### src/hw/rtl/bgl_pkg.sv
// ---------------------------------------------------------------------------
// bgl_pkg
// Types shared by the binary gcd / lcm unit and its arithmetic unit.
// ---------------------------------------------------------------------------
package bgl_pkg;

  typedef enum logic [2:0] {
    ST_IDLE,
    ST_TWOS,
    ST_XODD,
    ST_LOOP,
    ST_SHIFT,
    ST_DIV,
    ST_MUL
  } bgl_state_t;

  typedef enum logic {
    ALU_ADD,
    ALU_SUB
  } bgl_alu_op_t;

endpackage

### src/hw/rtl/bgl_alu.sv
// ---------------------------------------------------------------------------
// bgl_alu
// Shared adder/subtractor with carry (add) or borrow (subtract) out.
// ---------------------------------------------------------------------------
module bgl_alu #(
  parameter int WIDTH = 65
) (
  input  bgl_pkg::bgl_alu_op_t op,
  input  logic [WIDTH-1:0]     op_a,
  input  logic [WIDTH-1:0]     op_b,
  output logic [WIDTH-1:0]     res,
  output logic                 carry
);

  logic [WIDTH:0] ext;

  always_comb begin
    if (op == bgl_pkg::ALU_ADD) begin
      ext = {1'b0, op_a} + {1'b0, op_b};
    end else begin
      ext = {1'b0, op_a} - {1'b0, op_b};
    end
  end

  assign res   = ext[WIDTH-1:0];
  assign carry = ext[WIDTH];

endmodule

### src/hw/rtl/binary_gcd_lcm_unit.sv
// ---------------------------------------------------------------------------
// binary_gcd_lcm_unit
// Stein binary gcd with lcm = (a / gcd) * b, saturating on overflow.
// ---------------------------------------------------------------------------
//  channel  | ports                                   | handshake
//  ---------+-----------------------------------------+-------------------------
//  command  | operand_a, operand_b                    | start & !busy
//  result   | gcd_value, lcm_value, lcm_overflow      | done, one-cycle strobe
//
// A zero operand gives its word on the cycle after acceptance.
// Otherwise: common trailing zeros (twice, strip and restore), odd strip of a,
// the subtract/shift loop, then the restoring divide and the shift-add
// multiply, all on one adder. Synchronous reset clears the sequencer and the
// strobe. The result is not held off: done pulses once and busy is already low
// in that cycle.
// ---------------------------------------------------------------------------
module binary_gcd_lcm_unit #(
  parameter int DATA_BITS = 63
) (
  input  logic                 clk,
  input  logic                 rst,
  input  logic                 start,
  output logic                 busy,
  input  logic [DATA_BITS-1:0] operand_a,
  input  logic [DATA_BITS-1:0] operand_b,
  output logic                 done,
  output logic [DATA_BITS-1:0] gcd_value,
  output logic [DATA_BITS-1:0] lcm_value,
  output logic                 lcm_overflow
);

  localparam int W  = DATA_BITS + 2;
  localparam int CW = $clog2(DATA_BITS);
  localparam logic [CW-1:0] LAST = CW'(DATA_BITS - 1);

  bgl_pkg::bgl_state_t state, state_next;

  logic [DATA_BITS-1:0] a_reg, a_reg_next, b_reg, b_reg_next;
  logic [DATA_BITS-1:0] x, x_next, y, y_next;
  logic [DATA_BITS-1:0] rem, rem_next, quo, quo_next, prod, prod_next;
  logic                 movf, movf_next, movf_step;
  logic [CW-1:0]        cnt, cnt_next;
  logic                 done_next, lcm_overflow_next;
  logic [DATA_BITS-1:0] gcd_value_next, lcm_value_next;

  bgl_pkg::bgl_alu_op_t alu_op;
  logic [W-1:0]         alu_a, alu_b, alu_res;
  logic                 alu_carry;

  bgl_alu #(.WIDTH(W)) u_alu (
    .op    (alu_op),
    .op_a  (alu_a),
    .op_b  (alu_b),
    .res   (alu_res),
    .carry (alu_carry)
  );

  assign busy = (state != bgl_pkg::ST_IDLE);

  always_ff @(posedge clk) begin
    if (rst) begin
      state <= bgl_pkg::ST_IDLE;
      done  <= 1'b0;
    end else begin
      state <= state_next;
      done  <= done_next;
    end
    a_reg        <= a_reg_next;
    b_reg        <= b_reg_next;
    x            <= x_next;
    y            <= y_next;
    rem          <= rem_next;
    quo          <= quo_next;
    prod         <= prod_next;
    movf         <= movf_next;
    cnt          <= cnt_next;
    gcd_value    <= gcd_value_next;
    lcm_value    <= lcm_value_next;
    lcm_overflow <= lcm_overflow_next;
  end

  always_comb begin
    state_next        = state;
    a_reg_next        = a_reg;
    b_reg_next        = b_reg;
    x_next            = x;
    y_next            = y;
    rem_next          = rem;
    quo_next          = quo;
    prod_next         = prod;
    movf_next         = movf;
    movf_step         = movf;
    cnt_next          = cnt;
    done_next         = 1'b0;
    gcd_value_next    = gcd_value;
    lcm_value_next    = lcm_value;
    lcm_overflow_next = lcm_overflow;
    alu_op            = bgl_pkg::ALU_SUB;
    alu_a             = '0;
    alu_b             = '0;

    case (state)
      bgl_pkg::ST_IDLE: begin
        if (start) begin
          a_reg_next = operand_a;
          b_reg_next = operand_b;
          x_next     = operand_a;
          y_next     = operand_b;
          cnt_next   = '0;
          if (operand_a == '0 || operand_b == '0) begin
            done_next         = 1'b1;
            gcd_value_next    = operand_a | operand_b;
            lcm_value_next    = '0;
            lcm_overflow_next = 1'b0;
          end else begin
            state_next = bgl_pkg::ST_TWOS;
          end
        end
      end

      bgl_pkg::ST_TWOS: begin
        if (x[0] || y[0]) begin
          state_next = bgl_pkg::ST_XODD;
        end else begin
          x_next   = x >> 1;
          y_next   = y >> 1;
          cnt_next = cnt + 1'b1;
        end
      end

      bgl_pkg::ST_XODD: begin
        if (x[0]) begin
          state_next = bgl_pkg::ST_LOOP;
        end else begin
          x_next = x >> 1;
        end
      end

      bgl_pkg::ST_LOOP: begin
        alu_a = {2'b00, y};
        alu_b = {2'b00, x};
        if (!y[0]) begin
          y_next = y >> 1;
        end else if (alu_carry) begin
          // y below x: swap, subtract on the next cycle
          x_next = y;
          y_next = x;
        end else if (alu_res[DATA_BITS-1:0] == '0) begin
          state_next = bgl_pkg::ST_SHIFT;
        end else begin
          y_next = alu_res[DATA_BITS-1:0];
        end
      end

      bgl_pkg::ST_SHIFT: begin
        if (cnt == '0) begin
          state_next = bgl_pkg::ST_DIV;
          rem_next   = '0;
          quo_next   = a_reg;
        end else begin
          x_next   = x << 1;
          cnt_next = cnt - 1'b1;
        end
      end

      bgl_pkg::ST_DIV: begin
        // restoring divide a / gcd, quotient shifts in behind the dividend
        alu_a = {1'b0, rem, quo[DATA_BITS-1]};
        alu_b = {2'b00, x};
        if (!alu_carry) begin
          rem_next = alu_res[DATA_BITS-1:0];
          quo_next = {quo[DATA_BITS-2:0], 1'b1};
        end else begin
          rem_next = {rem[DATA_BITS-2:0], quo[DATA_BITS-1]};
          quo_next = {quo[DATA_BITS-2:0], 1'b0};
        end
        if (cnt == LAST) begin
          state_next = bgl_pkg::ST_MUL;
          cnt_next   = '0;
          prod_next  = '0;
          movf_next  = 1'b0;
        end else begin
          cnt_next = cnt + 1'b1;
        end
      end

      bgl_pkg::ST_MUL: begin
        // quotient msb first: p = 2p + bit*b; overflow is sticky
        alu_op    = bgl_pkg::ALU_ADD;
        alu_a     = {1'b0, prod, 1'b0};
        alu_b     = quo[DATA_BITS-1] ? {2'b00, b_reg} : '0;
        quo_next  = {quo[DATA_BITS-2:0], 1'b0};
        prod_next = alu_res[DATA_BITS-1:0];
        movf_step = movf | (alu_res[W-1:DATA_BITS] != '0);
        movf_next = movf_step;
        if (cnt == LAST) begin
          state_next        = bgl_pkg::ST_IDLE;
          done_next         = 1'b1;
          gcd_value_next    = x;
          lcm_value_next    = movf_step ? '1 : alu_res[DATA_BITS-1:0];
          lcm_overflow_next = movf_step;
        end else begin
          cnt_next = cnt + 1'b1;
        end
      end

      default: begin
        state_next = bgl_pkg::ST_IDLE;
      end
    endcase
  end

endmodule

### config.mk
export PLATFORM = sky130hd
export DESIGN_NAME = binary_gcd_lcm_unit
export DESIGN_NICKNAME = d
export VERILOG_FILES = /design/src/hw/rtl/bgl_pkg.sv /design/src/hw/rtl/bgl_alu.sv /design/src/hw/rtl/binary_gcd_lcm_unit.sv
export SDC_FILE = /design/constraint.sdc
export NUM_CORES = 1
export LEC_CHECK = 0
export BUFFER_PORTS_ARGS = -buffer_cell sky130_fd_sc_hd__buf_4
export CORE_AREA = 2 2 332 334
export CTS_CLUSTER_SIZE = 10
export DETAILED_ROUTE_END_ITERATION = 6
export DIE_AREA = 0 0 334 336
export PLACE_DENSITY = 0.48
export SYNTH_ARGS = -nofsm -noshare
export SYNTH_HDL_FRONTEND = slang
export SYNTH_SLANG_ARGS = --single-unit
### constraint.sdc
create_clock -name clk -period 19.2 [get_ports clk]
set_clock_uncertainty 0.1 [all_clocks]
set_input_delay 2.88 -clock clk [delete_from_list [all_inputs] [get_ports clk]]
set_output_delay 2.88 -clock clk [all_outputs]
set_load 0.005 [all_outputs]
# Yosys cells after proc, flatten, opt, wreduce, memory -nomap -nowiden
# Index checks and enable logic that the tools add are counted.
[op_classes]
addsub = 4
n_eq_ne = 24
mux = 61
bitwise = 2
reduce_logical = 28
[ops]
columns = ["operator", "n"]
rows = [
  ["$mux 63", 23],
  ["$pmux 63 s2", 5],
  ["$pmux 63 s3", 2],
  ["$pmux 63 s5", 1],
  ["$pmux 64 s3", 1],
  ["$logic_not 63->1", 3],
  ["$mux 66", 1],
  ["$add 64x63->65", 1],
  ["$sub 64x63->65", 1],
  ["$or 63x63->63", 1],
  ["$mux 3", 10],
  ["$mux 6", 5],
  ["$ne 2x2->1 const B", 15],
  ["$pmux 6 s5", 1],
  ["$pmux 3 s7", 1],
  ["$reduce_and 10->1", 1],
  ["$reduce_bool 5->1", 2],
  ["$eq 3x3->1 const B", 3],
  ["$reduce_bool 3->1", 3],
  ["$mux 1", 8],
  ["$reduce_and 2->1", 4],
  ["$reduce_and 4->1", 2],
  ["$reduce_bool 2->1", 4],
  ["$reduce_and 7->1", 1],
  ["16 further kinds", 20],
]
[totals]
register_bits = 579
in_bits = 129
output_inout_bits = 129
elab_cells = 135

# Logic depth before layout (Yosys ltp)
# Gate-level depths: netlist of run 1.
[depth]
ltp_word = 10
ltp_mapped = 28
ltp_nobuf = 21

# By module
# Synthesis of run 1 repeated with hierarchy kept, for this count alone.
[hier_totals]
cells_unflattened = 3215
area_unflattened_um2 = 32881.5
[by_module_without_submodules]
columns = ["mod", "n_inst", "cells_each", "area_per_inst_um2", "seq_area_each_um2"]
rows = [
  ["binary_gcd_lcm_unit", 1, 2394, 27360.0, 17346.6],
  ["bgl_alu", 1, 821, 5521.5, 0.0],
]

# Worst setup path after synthesis of run 1
# No wires, ideal clock.
[synth_timing]
path_kind = "register to register"
start = "reg state[1]"
end = "reg done"
setup_time_ps = 118
arrival_ps = 11791
required_ps = 18982
slack_ps = 7191
path_stages_with_launch = 13
n_path_buf = 9
period_less_slack_ps = 12009
cell_sequence = "dfxtp_1 buf_2 buf_2 buf_4 buf_4 nand2_1 clkbuf_1 clkbuf_1 clkbuf_1 clkbuf_1 buf_1 o21ai_0 and2_1"
[synth_via]
elab_chain_len = 2
elab_cells_between_ends = 3
classes_between = "eq/ne: 1; mux: 1; reduce/logical: 1"
[synth_rtl]
columns = ["item", "line", "source"]
rows = [
  ["start, declared", "binary_gcd_lcm_unit.sv:36", "bgl_pkg::bgl_state_t state, state_next;"],
  ["start signal, assigned", "binary_gcd_lcm_unit.sv:62", "state <= bgl_pkg::ST_IDLE;"],
  ["start signal, assigned", "binary_gcd_lcm_unit.sv:65", "state <= state_next;"],
  ["$eq 3x3->1 or $logic_not 3->1 (tied branches)", "binary_gcd_lcm_unit.sv:102", "case (state)"],
  ["$pmux 1 s2 *", "binary_gcd_lcm_unit.sv:102", ""],
  ["end signal, assigned", "binary_gcd_lcm_unit.sv:66", "done <= done_next;"],
  ["end, declared", "binary_gcd_lcm_unit.sv:26", "output logic done,"],
]
# Every way passes the cells marked *; elsewhere a longest branch is shown, timed or not.
# A chain may end at the register's enable or synchronous reset.

# Final worst setup path of run 1
[layout_timing]
start = "reg state[0]"
end = "reg y[24] (enable)"
[layout_via]
elab_chain_len = 8
elab_cells_between_ends = 17
classes_between = "add/sub: 2; eq/ne: 7; mux: 3; reduce/logical: 5"
[layout_rtl]
columns = ["item", "line", "source"]
rows = [
  ["$eq 3x3->1 or $eq 3x2->1 (tied branches)", "binary_gcd_lcm_unit.sv:102", ""],
  ["$reduce_or 2->1 (no line)", "n/a", ""],
  ["$pmux 63 s2", "binary_gcd_lcm_unit.sv:102", ""],
  ["$sub 64x63->65 or $add 64x63->65 (tied branches)", "bgl_alu.sv:21, bgl_alu.sv:19", ""],
  ["$mux 66", "bgl_alu.sv:18", "if (op == bgl_pkg::ALU_ADD) begin"],
  ["$logic_not 63->1", "binary_gcd_lcm_unit.sv:148", "end else if (alu_res[DATA_BITS-1:0] == '0) begin"],
  ["$ne 4x3->1 (no line)", "n/a", ""],
  ["$reduce_and 4->1 (no line) *", "n/a", ""],
  ["end signal, assigned", "binary_gcd_lcm_unit.sv:71", "y <= y_next;"],
  ["end, declared", "binary_gcd_lcm_unit.sv:39", "logic [DATA_BITS-1:0] x, x_next, y, y_next;"],
]
# Marks and branches as above.

==> results of run 1 <==
per-stage QoR:
stage / setup WS [ps] / area, µm² / std cells
after detailed placement: 9254 / 40940 / 5486
after global routing: 8542 / 43110 / 5599
after CTS: 9256 / 43110 / 5599
final: 8930 / 43110 / 5601
after floorplan: 7191 / 37680 / 4027
after global placement: 9368 / 40940 / 5486
area by class of cell:
cell class / count / area share (%)
well taps: 1414 / 4.104
diodes: 2 / 0.01161
flip-flops and latches: 579 / 40.26
inverters: 135 / 1.175
clock buffers: 94 / 4.565
multi-input cells: 3033 / 43.74
repair buffers: 325 / 5.688
clock inverters: 19 / 0.4557
power breakdown:
part / switching (mW) / internal, mW
sequential: 0.353 / 1.73
combinational: 3.56 / 1.47
clock: 0.570 / 0.745
total: 4.48 / 3.95
cells by family (layout without fill, tap and decap cells):
group,after synthesis,after routing,share of synthesized area [%]
fa+ha+maj,136,136,4.406
xor+xnor,133,133,3.111
mux,76,76,2.231
compound gates,1350,1350,23.25
flops,579,579,46.03
buf+inv,415,573,4.373
simple gates,1338,1338,16.60
other cells,0,2,0
worst register-to-register path, cell delays in order, from the launching register on:
cell      delay [ps]
dfxtp_4          860
buf_4            610
and3b_2          680
buf_4            580
a22o_1           410
fa_1             240
inv_1             60
a311oi_1         240
a311oi_1         140
o311ai_2         520
a31oi_1          330
a311oi_1         840
and4b_1          370
o31a_1           410
o211ai_4         170
buf_4            400
nand3_1          350
or3b_1           590
nor4_2           600
nand4_2          380
o31a_2           520
buf_4            380
how the worst max path moves through the flow:
stage	to	from	slack, ps	depth (start not counted)
2_1_floorplan	done	state[1]	7190	12
3_3_place_gp	y[27]	state[1]	9370	22
3_5_place_dp	y[29]	state[0]	9250	21
4_1_cts	y[24]	state[0]	9260	21
5_1_grt	y[24]	state[0]	8540	21
6_report	y[24]	state[0]	8930	21
layer usage:
layer	vias to the layer above	track usage, %	part of all wire [%]
li1	15340	-	-
met1	17410	39.70	41
met2	1457	50.15	47
met3	323	3.789	5.7
met4	2	15.83	5.8
met5	-	0	0.0074
synth_stat cells, types with 64 or more instances:
cell and instances:
edfxtp_1 575, clkbuf_1 214, o22ai_1 72, nand2_1 526
inv_1 131, o21ai_0 256, nor3_1 78, ha_1 111
a22o_1 148, mux2_2 64, nor2_1 358, xnor2_1 112
a21oi_1 463
==> impl_results.md, run 1 <==
* Dpl hpwl at 134600 µm
* Hold Crit Class: reg2reg
* Die width at 334 µm
* CTS tree: yes
* Total Power at 8.425 mW
* R2r setup slk at 8930 ps
* Register area share after synthesis at 46.03%
* Storage cell area at 17360 µm²
* Setup Fix Bufs, Post-CTS at 0
* Port bufs at 257
* Gr usage total at 30.60%
* Per-cell routed wire length at 31.51 µm
* CTS sink cnt at 579
* Vias per inst at 6.165
* Synth Flop Type: edfxtp_1
* Syn_nets at 4269
* Initial DRC Count at 3956
* Synth cell types at 103
* Critical Path Source Type: flip-flop
* Critical path's most frequent cell: buf_4
* Syn_area_per_cell at 9.358 µm²
* Leak at 15.43 nW
* Placer congestion estimate at 0.9881
* FF-to-FF Start: state[0]
* Die Area at 112200 µm²
* YS warnings at 0
* Setup CP Type: reg2reg
* Power density cells at 195.4 nW/µm²
* CP delay by family, top: compound AO/OA/AOI/OAI gates
* CP arrival at 10450 ps
* Most frequent cells in the layout: edfxtp_1 (575), nand2_1 (522), a21oi_1 (461)
* Critical Path RT at 19380 ps
* Pre-Repair DR Iteration Count at 7
* GRT overflow at 0
* Initial antenna violation count at 8
* Filler cell count in the final layout at 10960
* Max-Cap Viols at 0
* Synth Instances at 4027
* Worst R2R Path Depth at 21
* Critical path cell sequence: buf_4 -> and3b_2 -> buf_4 -> a22o_1 -> fa_1 -> inv_1 -> a311oi_1 -> a311oi_1 -> o311ai_2 -> a31oi_1 -> a311oi_1 -> and4b_1 -> o31a_1 -> o211ai_4 -> buf_4 -> nand3_1 -> or3b_1 -> nor4_2 -> nand4_2 -> o31a_2 -> buf_4
* RSZ-0062 raised after global routing: false
* Final Core Density at 39.77%
* Largest net degree at the start of global routing at 124
* # rows at 121
* Via count at 34530
* Tmin final at 10270 ps
* Global-route wire length before repair at 248800 µm
* Fin Hold WS at 442.9 ps
* Area Growth Syn to Fin at 14.40%
* Crit. End Element: flip-flop
* Post-synth top area share at 45.82%
* Worst-margin pin slew at 1294 ps
* Max stage delay on crit path at 860 ps
* Hold Crit Start: a_reg[43]
* R2r endpoint: y[24]
* Worst-path clk slew at 60 ps
* TritonCTS buffer count at 73
* Post-route ant nets at 0
* Number of synthesized flops with an enable pin at 575
* Number of cells upsized or downsized after cts at 0
* Number of global-route vias before repair at 33310
* Hold EP: quo[43]
* # DRC at 0
* Crit path max-delay cell type: dfxtp_4
* Worst Hold Depth at 1
* Clock tree buffer depth at 3
* Peak Freq at 97.37 MHz
* Setup TNS at 0 ps
* Final setup fails at 0
* Core area at 108400 µm²
* Final wirelength at 176500 µm
* Multi-input logic area at 18860 µm²
* Slew margin rel. at 12.95%
* Mapped Area at 37680 µm²
* CP max FO at 75
* Max rail drop VDD at 0.0001581 V
* Fin crit share at 53.49%
* Hold Vio Cnt, Final at 0
* DIE HEIGHT at 336 µm
* Starting Density at 34.76%
* Layout cells sized above 1 at 13.38%
* Fin nets at 4389
* Ports at 258
* Async SR Flop Fraction at 0%
* Commonest non-fill, non-tap cell in the layout: edfxtp_1
* CP Buf/Inv Count at 5
* Synth Register Bits at 579
* Hold Buf Count CTS at 0
* Outcome: completed
* Root Buffer: clkbuf_16
* Synth area leader: edfxtp_1
* Leading cell types by total area after synthesis: edfxtp_1 (46%), a21oi_1 (6.1%), nand2_1 (5.2%), ha_1 (3.7%), nor2_1 (3.6%)
* CTS H-tree depth at 3
* Clk_lat worst skew at 670 ps
* Count of pins over their slew limit at 0
No activity file was read; power rests on OpenSTA's default activity.
==> run 2: changes to the inputs <==
Clock period 19.2 ns to 9.6 ns, I/O delays scaled along.
==> impl_results.md, run 2 (same netlist as run 1, synthesis figures left out) <==
* Hold Buf Count CTS at 0 (unchanged)
* # rows at 121 (unchanged)
* Tmin final at 8735 ps (was 10270 ps)
* Core area at 108400 µm² (unchanged)
* Post-route ant nets at 0 (unchanged)
* Final wirelength at 177800 µm (was 176500 µm)
* Per-cell routed wire length at 31.52 µm (was 31.51 µm)
* Hold Crit Class: reg2reg (unchanged)
* Via count at 34630 (was 34530)
* Storage cell area at 17360 µm² (unchanged)
* GRT overflow at 0 (unchanged)
* CTS H-tree depth at 3 (unchanged)
* Non-filler instance count after layout at 5640 (was 5601)
* Die Area at 112200 µm² (unchanged)
* Hold Vio Cnt, Final at 0 (unchanged)
* Peak Freq at 114.5 MHz (was 97.37 MHz)
* Vias per inst at 6.140 (was 6.165)
* CTS tree: yes (unchanged)
* Hold Crit Start: quo[26] (was a_reg[43])
* Port bufs at 257 (unchanged)
* Max stage delay on crit path at 1020 ps (was 860 ps)
* Setup Fix Bufs, Post-CTS at 0 (unchanged)
* R2r setup slk at 860 ps (was 8930 ps)
* Dpl hpwl at 136400 µm (was 134600 µm)
* Switching Fraction at 52.69% (was 53.17%)
* # DRC at 0 (unchanged)
* FF-to-FF Start: state[1] (was state[0])
* Worst-margin pin slew at 1219 ps (was 1294 ps)
* Setup ws final at 864.7 ps (was 8930 ps)
* CTS sink cnt at 579 (unchanged)
* Initial DRC Count at 3695 (was 3956)
* Starting Density at 34.76% (unchanged)
* Worst Hold Depth at 1 (unchanged)
* Multi-input logic area at 18880 µm² (was 18860 µm²)
* Area Growth Syn to Fin at 15.42% (was 14.40%)
* Die width at 334 µm (unchanged)
* Critical Path RT at 9860 ps (was 19380 ps)
* Pre-Repair DR Iteration Count at 6 (was 7)
* Number of global-route vias before repair at 33500 (was 33310)
* Leak at 15.64 nW (was 15.43 nW)
* TritonCTS buffer count at 72 (was 73)
* Slew margin rel. at 17.99% (was 12.95%)
* DIE HEIGHT at 336 µm (unchanged)
* P_sw at 9.073 mW (was 4.479 mW)
* Critical path's most frequent cell: buf_4 (unchanged)
* Global-route wire length before repair at 250200 µm (was 248800 µm)
* Worst R2R Path Depth at 17 (was 21)
* P_int at 8.148 mW (was 3.946 mW)
* Ports at 258 (unchanged)
* Sequential power share at 23.8% (was 24.7%)
* Filler cell count in the final layout at 11060 (was 10960)
* Outcome: completed (unchanged)
* Crit path max-delay cell type: a2111oi_0 (was dfxtp_4)
* R2r endpoint: y[45] (was y[24])
* Count of pins over their slew limit at 0 (unchanged)
* Number of cells upsized or downsized after cts at 0 (unchanged)
* Hold EP: quo[27] (was quo[43])
* CP delay by family, top: compound AO/OA/AOI/OAI gates (unchanged)
* Most frequent cells in the layout: edfxtp_1 (575), nand2_1 (522), a21oi_1 (461) (unchanged)
* Final setup fails at 0 (unchanged)
* Total Power at 17.22 mW (was 8.425 mW)
* Crit. End Element: flip-flop (unchanged)
* CP arrival at 8990 ps (was 10450 ps)
* Root Buffer: clkbuf_16 (unchanged)
* Placed cell count at 5529 (was 5486)
* Setup TNS at 0 ps (unchanged)
* Setup CP Type: reg2reg (unchanged)
* Max rail drop VDD at 0.0004715 V (was 0.0001581 V)
* Pre-CTS setup slack at 1118 ps (was 9254 ps)
* Fin nets at 4431 (was 4389)
* Clk pwr share at 14.9% (was 15.6%)
* Commonest non-fill, non-tap cell in the layout: edfxtp_1 (unchanged)
* Initial antenna violation count at 9 (was 8)
* CP max FO at 68 (was 75)
* Logic pwr share at 61.3% (was 59.7%)
* Layout cells sized above 1 at 14.28% (was 13.38%)
* Max-Cap Viols at 0 (unchanged)
* Critical Path Source Type: flip-flop (unchanged)
* Power density cells at 396.0 nW/µm² (was 195.4 nW/µm²)
* Clock tree buffer depth at 3 (unchanged)
* Placer congestion estimate at 1.001 (was 0.9881)
* Worst-path clk slew at 60 ps (about the same)
* RSZ-0062 raised after global routing: false (unchanged)
* Clk_lat worst skew at 670 ps (about the same)
* Critical path cell sequence: buf_4 -> buf_4 -> and4b_1 -> a211o_1 -> xnor2_1 -> o311a_1 -> a2111oi_0 -> nor2_1 -> o31ai_1 -> o22ai_1 -> xnor2_1 -> nor4bb_1 -> nand4b_1 -> nor4_2 -> nand4_2 -> o31a_2 -> buf_4 (was buf_4 -> and3b_2 -> buf_4 -> a22o_1 -> fa_1 -> inv_1 -> a311oi_1 -> a311oi_1 -> o311ai_2 -> a31oi_1 -> a311oi_1 -> and4b_1 -> o31a_1 -> o211ai_4 -> buf_4 -> nand3_1 -> or3b_1 -> nor4_2 -> nand4_2 -> o31a_2 -> buf_4)
* CP Buf/Inv Count at 3 (was 5)
* Largest net degree at the start of global routing at 129 (was 124)
* Gr usage total at 30.79% (was 30.60%)
* Fin crit share at 90.99% (was 53.49%)
-- run 2: worst reg2reg max path, cell delays in order (launching register included) --
cell,delay [ps]
dfxtp_4,450
buf_4,630
buf_4,690
and4b_1,280
a211o_1,380
xnor2_1,310
o311a_1,550
a2111oi_0,1030
nor2_1,520
o31ai_1,580
o22ai_1,160
xnor2_1,230
nor4bb_1,960
nand4b_1,240
nor4_2,430
nand4_2,230
o31a_2,410
buf_4,270
-- run 2: metrics by stage --
| step | instance area (µm²) | hold WS [ps] | utilization (%) |
|---|---|---|---|
| after CTS | 43490 | 444.3 | 40.12 |
| after floorplan | 37680 | 396.3 | - |
| after global routing | 43490 | 450.7 | 40.12 |
| after detailed placement | 41390 | 430.7 | 38.18 |
| final | 43490 | 442.0 | 40.12 |
| after global placement | 41370 | 427.4 | 38.17 |
-- run 2: routing by layer --
metal  global-route usage [%]  share of wire (%)  vias up
li1                         -                  -    15420
met1                    40.15                 41    17460
met2                    50.13                 47     1449
met3                    3.512                5.8      305
met4                    16.64                6.1        4
met5                        0              0.013        -
-- run 2: how the worst max path moves through the flow --
stage,end,cells after the start,slack (ps),from
after floorplan,gcd_value[0],3,30,start
after global placement,y[42],17,1180,state[1]
after detailed placement,y[13],17,1120,state[1]
after CTS,y[45],17,1060,state[1]
after global routing,y[45],17,510,state[0]
final,y[45],17,860,state[1]
-- run 2: cell type report --
class	instances	share of cell area, %
multi-input cells	3033	43.40
repair buffers	368	6.611
inverters	135	1.165
well taps	1414	4.068
clock buffers	92	4.462
clock inverters	17	0.3711
diodes	2	0.01151
flip-flops and latches	579	39.91
-- run 2: power by group through the flow --
stage / Sequential [mW] / Combinational [mW] / Clock, mW
2_1_floorplan: 3.76 / 6.14 / 0
3_3_place_gp: 4.14 / 10.3 / 0
3_5_place_dp: 4.13 / 10.3 / 0
4_1_cts: 4.09 / 10.3 / 2.62
5_1_grt: 4.11 / 11.1 / 2.69
6_report: 4.09 / 10.6 / 2.57
